### config.mk
export PLATFORM = sky130hd
export DESIGN_NAME = sorted_max_priority_queue
export DESIGN_NICKNAME = d
export VERILOG_FILES = /design/src/hdl/smpq_pkg.sv /design/src/hdl/smpq_cell.sv /design/src/hdl/sorted_max_priority_queue.sv
export SDC_FILE = /design/constraint.sdc
export NUM_CORES = 2
export LEC_CHECK = 0
export BUFFER_PORTS_ARGS = -buffer_cell sky130_fd_sc_hd__buf_2
export CORE_UTILIZATION = 40
export CTS_BUF_LIST = sky130_fd_sc_hd__clkbuf_8 sky130_fd_sc_hd__clkbuf_16
export DETAILED_ROUTE_END_ITERATION = 8
export GPL_ROUTABILITY_DRIVEN = 0
export PLACE_DENSITY_LB_ADDON = 0.15
export SLEW_MARGIN = 15
export SYNTH_ARGS = -nofsm -noshare
export SYNTH_HDL_FRONTEND = slang
export SYNTH_SLANG_ARGS = --single-unit
### constraint.sdc
create_clock -name clk_i -period 10 [get_ports clk_i]
set_input_delay 1 -clock clk_i [delete_from_list [all_inputs] [get_ports clk_i]]
set_output_delay 1 -clock clk_i [all_outputs]
set_load 0.005 [all_outputs]
### src/hdl/smpq_pkg.sv
// Package of the sorted max-priority queue: request and result types,
// operation and status codes, and the control struct for the cell chain.
// Depends on nothing.
package smpq_pkg;

  typedef enum logic {
    OP_INSERT = 1'b0,
    OP_REMOVE = 1'b1
  } op_e;

  typedef enum logic [1:0] {
    STATUS_OK    = 2'd0,
    STATUS_EMPTY = 2'd1,
    STATUS_FULL  = 2'd2
  } status_e;

  typedef struct packed {
    op_e         op;
    logic [31:0] value;
  } req_t;

  typedef struct packed {
    logic [31:0] removed_value;
    logic        removed_valid;
    status_e     status;
    logic [31:0] head_value;
    logic [4:0]  occupancy;
  } rsp_t;

  // Broadcast to every cell of the chain in the cycle a request is taken.
  typedef struct packed {
    logic ins;
    logic rem;
  } cell_ctrl_t;

endpackage

### src/hdl/smpq_cell.sv
// One cell of the sorted chain: holds a single entry and moves it toward
// the tail on insert or toward the head on remove. Uses smpq_pkg.
module smpq_cell #(
  parameter int VALUE_BITS = 32
) (
  input  logic                    clk_i,
  input  smpq_pkg::cell_ctrl_t    ctrl_i,
  input  logic                    occ_i,
  input  logic [VALUE_BITS-1:0]   new_val_i,
  input  logic [VALUE_BITS-1:0]   prev_val_i,
  input  logic                    prev_keep_i,
  input  logic [VALUE_BITS-1:0]   next_val_i,
  output logic [VALUE_BITS-1:0]   val_o,
  output logic [VALUE_BITS-1:0]   val_next_o,
  output logic                    keep_o
);

  logic [VALUE_BITS-1:0] val_q, val_d;

  // An entry stays put on insert when it is stored and not below the new value,
  // so equal values keep arrival order.
  assign keep_o = occ_i && (val_q >= new_val_i);

  always_comb begin
    val_d = val_q;
    if (ctrl_i.ins && !keep_o) begin
      val_d = prev_keep_i ? new_val_i : prev_val_i;
    end else if (ctrl_i.rem) begin
      val_d = next_val_i;
    end
  end

  always_ff @(posedge clk_i) begin
    val_q <= val_d;
  end

  assign val_o      = val_q;
  assign val_next_o = val_d;

endmodule

### src/hdl/sorted_max_priority_queue.sv
// Channel   | Direction | Handshake              | Payload
// request   | in        | start high, busy low   | req_i  (smpq_pkg::req_t)
// result    | out       | done_o for one cycle   | rsp_o  (smpq_pkg::rsp_t)
//
// A request is taken on start; its result appears on rsp_o with done_o
// in the following cycle, and a new request may be taken every cycle.
// The rate is set by the cell chain, where every cell compares and shifts
// its entry in the same cycle. Reset clears the entry count and the result
// strobe; entries are written before they are read. The receiver cannot
// stall, so busy stays low.
// Depends on smpq_pkg and smpq_cell.
module sorted_max_priority_queue #(
  parameter int CAPACITY   = 16,
  parameter int VALUE_BITS = 32
) (
  input  logic           clk_i,
  input  logic           rst_ni,
  input  logic           start,
  output logic           busy,
  input  smpq_pkg::req_t req_i,
  output logic           done_o,
  output smpq_pkg::rsp_t rsp_o
);

  localparam int CNT_W = $clog2(CAPACITY + 1);
  localparam logic [CNT_W-1:0] CAP_C = CNT_W'(CAPACITY);

  logic                  take;
  logic [CNT_W-1:0]      count_q, count_d;
  logic [VALUE_BITS-1:0] new_val;
  logic [VALUE_BITS+31:0] in_wide, rem_wide, head_wide;
  logic [CNT_W+4:0]      occ_wide;
  smpq_pkg::cell_ctrl_t  ctrl;
  smpq_pkg::rsp_t        rsp_q, rsp_d;
  logic                  done_q;

  logic [VALUE_BITS-1:0] cell_val  [CAPACITY];
  logic [VALUE_BITS-1:0] cell_next [CAPACITY];
  logic                  cell_keep [CAPACITY];

  assign busy = 1'b0;
  assign take = start && !busy;

  assign in_wide = {{VALUE_BITS{1'b0}}, req_i.value};
  assign new_val = in_wide[VALUE_BITS-1:0];

  assign ctrl.ins = take && (req_i.op == smpq_pkg::OP_INSERT) && (count_q < CAP_C);
  assign ctrl.rem = take && (req_i.op == smpq_pkg::OP_REMOVE) && (count_q != '0);

  for (genvar i = 0; i < CAPACITY; i++) begin : g_cell
    logic [VALUE_BITS-1:0] prev_val, next_val;
    logic                  prev_keep;

    if (i == 0) begin : g_head
      assign prev_val  = new_val;
      assign prev_keep = 1'b0;
    end else begin : g_body
      assign prev_val  = cell_val[i-1];
      assign prev_keep = cell_keep[i-1];
    end

    if (i == CAPACITY - 1) begin : g_tail
      assign next_val = cell_val[i];
    end else begin : g_inner
      assign next_val = cell_val[i+1];
    end

    smpq_cell #(
      .VALUE_BITS(VALUE_BITS)
    ) u_cell (
      .clk_i      (clk_i),
      .ctrl_i     (ctrl),
      .occ_i      (CNT_W'(i) < count_q),
      .new_val_i  (new_val),
      .prev_val_i (prev_val),
      .prev_keep_i(prev_keep),
      .next_val_i (next_val),
      .val_o      (cell_val[i]),
      .val_next_o (cell_next[i]),
      .keep_o     (cell_keep[i])
    );
  end

  always_comb begin
    count_d = count_q;
    if (ctrl.ins) begin
      count_d = count_q + CNT_W'(1);
    end else if (ctrl.rem) begin
      count_d = count_q - CNT_W'(1);
    end
  end

  assign rem_wide  = {32'b0, cell_val[0]};
  assign head_wide = {32'b0, cell_next[0]};
  assign occ_wide  = {5'b0, count_d};

  always_comb begin
    rsp_d.removed_value = ctrl.rem ? rem_wide[31:0] : 32'b0;
    rsp_d.removed_valid = ctrl.rem;
    rsp_d.status        = smpq_pkg::STATUS_OK;
    if (req_i.op == smpq_pkg::OP_INSERT && !ctrl.ins) begin
      rsp_d.status = smpq_pkg::STATUS_FULL;
    end else if (req_i.op == smpq_pkg::OP_REMOVE && !ctrl.rem) begin
      rsp_d.status = smpq_pkg::STATUS_EMPTY;
    end
    rsp_d.head_value = (count_d != '0) ? head_wide[31:0] : 32'b0;
    rsp_d.occupancy  = occ_wide[4:0];
  end

  always_ff @(posedge clk_i or negedge rst_ni) begin
    if (!rst_ni) begin
      count_q <= '0;
      done_q  <= 1'b0;
    end else begin
      count_q <= count_d;
      done_q  <= take;
    end
  end

  always_ff @(posedge clk_i) begin
    if (take) begin
      rsp_q <= rsp_d;
    end
  end

  assign done_o = done_q;
  assign rsp_o  = rsp_q;

endmodule

Word level (Yosys, flattened, before mapping):

Cells that the tools add are included.

* register bits after elaboration: 590
* input bits: 36
* output and inout bits: 74
* word-level logic and storage cells: 179

* $add $sub $neg: 2
* $lt $le $gt $ge: 33
* multiplexer cells: 48
* bitwise gates (word level): 1
* reductions and logical operators: 72

Operator list (number)
* two-way mux 32 bit: 45
* greater-or-equal comparator 32 bit: 16
* less-than comparator 4 x 5 -> 1 bit (first input constant): 8
* logical AND 1 bit: 38
* nonzero test 2 bit: 14
* less-than comparator 3 x 5 -> 1 bit (first input constant): 4
* logical NOT 1 bit: 18
* less-than comparator 1 x 5 -> 1 bit (first input constant): 2
* less-than comparator 2 x 5 -> 1 bit (first input constant): 2
* two-way mux 5 bit: 2
* nonzero test 5 bit: 2
* adder 5 x 1 -> 5 bit (second input constant): 1
* less-than comparator 5 bit (second input constant): 1
* subtractor 5 x 1 -> 5 bit (second input constant): 1
* two-way mux 1 bit: 1
* inverter 1 bit: 1

Longest topological paths before layout:

* depth in word-level cells: 5
* depth in mapped cells: 12

Hierarchy:

From an unflattened synthesis, not the netlist that was laid out.

* cell total of the unflattened synthesis: 4294
* area, all modules: 44138.6 µm²

By module, submodules not included
* smpq_cell: times used 16, cells an instance 254, area an instance 2544.9 µm², sequential area each 640.6 µm²
* sorted_max_priority_queue: times used 1, cells an instance 230, area an instance 3419.5 µm², sequential area each 2312.2 µm²

Least setup slack after synthesis:

No wires, ideal clock.

* path type: input -> register
* start point: in req_i[30] in the netlist's numbering
* end point: reg g_cell[1].u_cell.val_q[0] (enable)
* arrival time: 3973 ps
* slack: 5633 ps
* stages: 11
* path buffers: 2
* cell sequence: inv_1 > ha_1 > a21oi_1 > nand2_1 > a221o_1 > o31a_1 > a31oi_2 > and2_1 > buf_2 > buf_6 > nand2b_1

* longest elaborated chain between the ends: 5

Ends and longest elaborated chain
* from (decl): RTL line sorted_max_priority_queue.sv:20 `input smpq_pkg::req_t req_i,`
* greater-or-equal comparator 32 bit: RTL line smpq_cell.sv:22 `assign keep_o = occ_i && (val_q >= new_val_i);`
* logical AND 1 bit: RTL line smpq_cell.sv:22
* logical NOT 1 bit: RTL line smpq_cell.sv:26 `if (ctrl_i.ins && !keep_o) begin`
* logical AND 1 bit: RTL line smpq_cell.sv:26
* nonzero test 2 bit (no line)
* to (signal assigned): RTL line smpq_cell.sv:34 `val_q <= val_d;`
* to (decl): RTL line smpq_cell.sv:18 `logic [VALUE_BITS-1:0] val_q, val_d;`

Every way passes these cells.
A chain may end at the register's enable or synchronous reset.

Worst setup path in the final report:

* start point: in req_i[9] in the netlist's numbering
* end point: reg g_cell[8].u_cell.val_q[28] (enable)

* longest elaborated chain between the ends: 5

Ends and longest elaborated chain (RTL line)
* greater-or-equal comparator 32 bit: smpq_cell.sv:22
* logical AND 1 bit: smpq_cell.sv:22
* logical NOT 1 bit: smpq_cell.sv:26
* logical AND 1 bit: smpq_cell.sv:26
* nonzero test 2 bit (no line)
* to (signal assigned): smpq_cell.sv:34
* to (decl): smpq_cell.sv:18

Every way passes these cells.

==> impl_metrics.env <==
export IMPL_ys_seq_area_share_pct=43.3
export IMPL_finalCriticalPeriod_ns=5.11
export IMPL_yosysWarningCount=0
export IMPL_path_class="in -> reg"
export IMPL_fin_crit_sh_pct=51.1
export IMPL_gr_total_overflow=0
export IMPL_slowest_delay_ns=0.64
export IMPL_area_delta_synth_final_pct=9.66
export IMPL_root_buffer="clkbuf_16"
export IMPL_fin_worst_skew_ns=0.0322
export IMPL_clk_latency_ns=0.64
export IMPL_port_buffers=108
export IMPL_diodes=0
export IMPL_max_freq_ghz=0.196
export IMPL_synth_top_area_share_pct=41.3
export IMPL_setup_viol=0
export IMPL_cts_tree="yes"
export IMPL_synth_nets=4077
export IMPL_final_layout_size_suffix_gt1_share_pct=16.4
export IMPL_holdWs_ns=0.197
export IMPL_startpoint_type="primary input"
export IMPL_cts_sinks=590
export IMPL_r2r_start="count_q[4]"
export IMPL_postCtsResizedCells=0
export IMPL_regArea_um2=17400
export IMPL_drcViolationCount=0
export IMPL_cts_setup_buffers=0
export IMPL_power_density_nw_per_um2=252
export IMPL_yosys_area_top_type="edfxtp_1"
export IMPL_endpoint_kind="register"
export IMPL_synth_area_top_cells="edfxtp_1 41%, ha_1 15%, mux2i_1 8.2%"
export IMPL_rsz0062_at_grt="false"
export IMPL_cts_hold_buf=0
export IMPL_vias=27996
export IMPL_grt_pass1_vias=27711
export IMPL_wl_um=109000
export IMPL_worst_slew_pin_slew_ns=1.13
export IMPL_crit_path_frequent_cell="buf_4"
export IMPL_cts_buffer_depth=3
export IMPL_synth_ff_type="edfxtp_1"
export IMPL_crit_path_start="req_i[9]"
export IMPL_leakage_nw=18.4
export IMPL_utilization_pct=44.5
export IMPL_start_util_pct=40.6
export IMPL_cts_buffers=72
export IMPL_final_area_um2=44000
export IMPL_die_height_um=319
export IMPL_reg2reg_depth=9
export IMPL_core_area_um2=98900
export IMPL_multiInputGateArea_um2=21400
export IMPL_clkTransAtPathRegs_ns=0.06
export IMPL_synth_edf_count=552
export IMPL_nets=4100
export IMPL_grt_max_degree=122
export IMPL_antenna_found_initial=2
export IMPL_htree_levels=3
export IMPL_ys_types=82
export IMPL_ys_ff_latch=590
export IMPL_yosysMostFrequentCell="a21oi_1"
export IMPL_timing_rr_end="g_cell[5].u_cell.val_o[8]"
export IMPL_syn_avg_cell_area_um2=11.3
export IMPL_syn_inst=3558
export IMPL_maxSlewHeadroom_pct=24.9
export IMPL_vdd_ir_drop_max_mv=0.145
export IMPL_drt_iter0_drc=2078
export IMPL_ys_top_cells_by_count="614 x a21oi_1, 552 x edfxtp_1, 483 x ha_1"
export IMPL_critPathMaxFanout=33
export IMPL_cpLargestDelayFamily="buffers and inverters"
export IMPL_holdCritPathClass="in -> async"
export IMPL_ant_nets=0
export IMPL_reg2reg_slack_ns=5.70
export IMPL_mappedNetlistArea_um2=40200
export IMPL_setup_tns_ns=0
export IMPL_placed_area_um2=41700
export IMPL_path_cells="buf_2, inv_1, ha_1, a21oi_1, o21ai_1, a221o_1, a221oi_1, a2bb2oi_4, buf_4, and2_1, nand2b_1, buf_4"
export IMPL_wl_per_cell_um=22.1
export IMPL_track_usage_pct=21.1
export IMPL_async_flop_share_pct=1.02
export IMPL_n_fill_cell=9210
export IMPL_vias_per_cell=5.69
export IMPL_fp_row_count=115
export IMPL_status="finished clean"
export IMPL_dr_pass1_iters=6
export IMPL_critPathBufInv=4
export IMPL_cp_required_ns=10.30
export IMPL_hold_viol_final=0
export IMPL_crit_slowest_cell="a221oi_1"
export IMPL_finalMaxSlewViolations=0
export IMPL_dp_hpwl_um=81200
export IMPL_die_w_um=319
export IMPL_cp_arrival_ns=5.42
export IMPL_grt_pass1_wl_um=169000
export IMPL_die_area_um2=102000
export IMPL_ioPinCount=110
export IMPL_maxCapViolCount=0
[placed cells by master, fill, tap and decap left out, drive strengths merged, types with 47 or more instances in the layout]
| cell type | synthesis | routed |
|---|---|---|
| nand2 | 135 | 135 |
| nand4 | 64 | 64 |
| buf | 140 | 171 |
| and2 | 74 | 74 |
| mux2 | 282 | 282 |
| a31oi | 72 | 72 |
| a211oi | 70 | 70 |
| o21ai | 60 | 60 |
| clkbuf | 82 | 75 |
| a21oi | 614 | 614 |
| inv | 62 | 75 |
| nor2 | 202 | 202 |
| mux2i | 329 | 329 |
| edfxtp | 552 | 552 |
| nand3 | 47 | 47 |
| ha | 483 | 483 |
[flip-flops by register name, summed over array words and instances, names as in the netlist]
name / cells
g_cell.u_cell.val_o: 512
count_q: 5
done_o: 1
rsp_o: 72
[kinds of logic (layout without fill, tap and decap cells)]
logic type / Yosys count / after routing / synth area share [%]
xor gates and xnor gates: 3 / 3 / 0.0655
DFF: 590 / 590 / 43.3
adders and majority gates: 483 / 483 / 15.1
buffers and inverters: 284 / 363 / 3.71
and+or+nand+nor: 632 / 632 / 7.90
muxes: 611 / 611 / 16.1
AOI/OAI and AO/OA: 954 / 954 / 13.9
other: 1 / 1 / 0.00934
[power by group]
group / leakage (nW) / internal, mW / total, mW / switching (mW)
clock network: 1.17 / 1.53 / 2.67 / 1.13
registers: 5.63 / 3.66 / 4.24 / 0.581
logic: 11.6 / 1.83 / 4.21 / 2.37
total: 18.4 / 7.03 / 11.1 / 4.09
[worst max-delay path by stage]
stage | slack [ns] | end | cells past startpoint
6_report | 4.89 | g_cell[8].u_cell.val_o[28] | 12
2_1_floorplan | 5.63 | g_cell[1].u_cell.val_o[0] | 11
3_3_place_gp | 4.22 | g_cell[8].u_cell.val_o[25] | 12
5_1_grt | 4.63 | g_cell[8].u_cell.val_o[22] | 12
4_1_cts | 4.82 | g_cell[8].u_cell.val_o[22] | 12
3_5_place_dp | 4.15 | g_cell[8].u_cell.val_o[25] | 12
[stage by stage]
| stage | std cells | setup slack [ns] | power [mW] |
|---|---|---|---|
| after floorplan | 3558 | 5.63 | 7.31 |
| after global placement | 4794 | 4.22 | 8.46 |
| after detailed placement | 4794 | 4.15 | 8.50 |
| final | 4924 | 4.89 | 11.1 |
| after global routing | 4924 | 4.63 | 11.8 |
| after CTS | 4924 | 4.82 | 11.2 |
[layout make-up]
cell class / count / share of cell area [%]
Clock buffer: 75 / 4.21
Clock inverter: 55 / 1.15
Inverter: 62 / 0.546
Multi-Input combinational cell: 2684 / 48.7
Sequential cell: 590 / 39.4
Tap cell: 1287 / 3.66
Timing Repair Buffer: 171 / 2.31
[routing by layer]
metal | routed length, um | share of wire (%) | up-vias | global-route usage [%]
met1 | 51300 | 47 | 13364 | 29.0
met2 | 49600 | 45 | 675 | 34.2
met5 | 18 | 0.017 | - | 0
li1 | - | - | 13814 | -
met4 | 3060 | 2.8 | 4 | 6.61
met3 | 5010 | 4.6 | 139 | 3.03
Note: power is estimated with default switching activity, not from simulation.
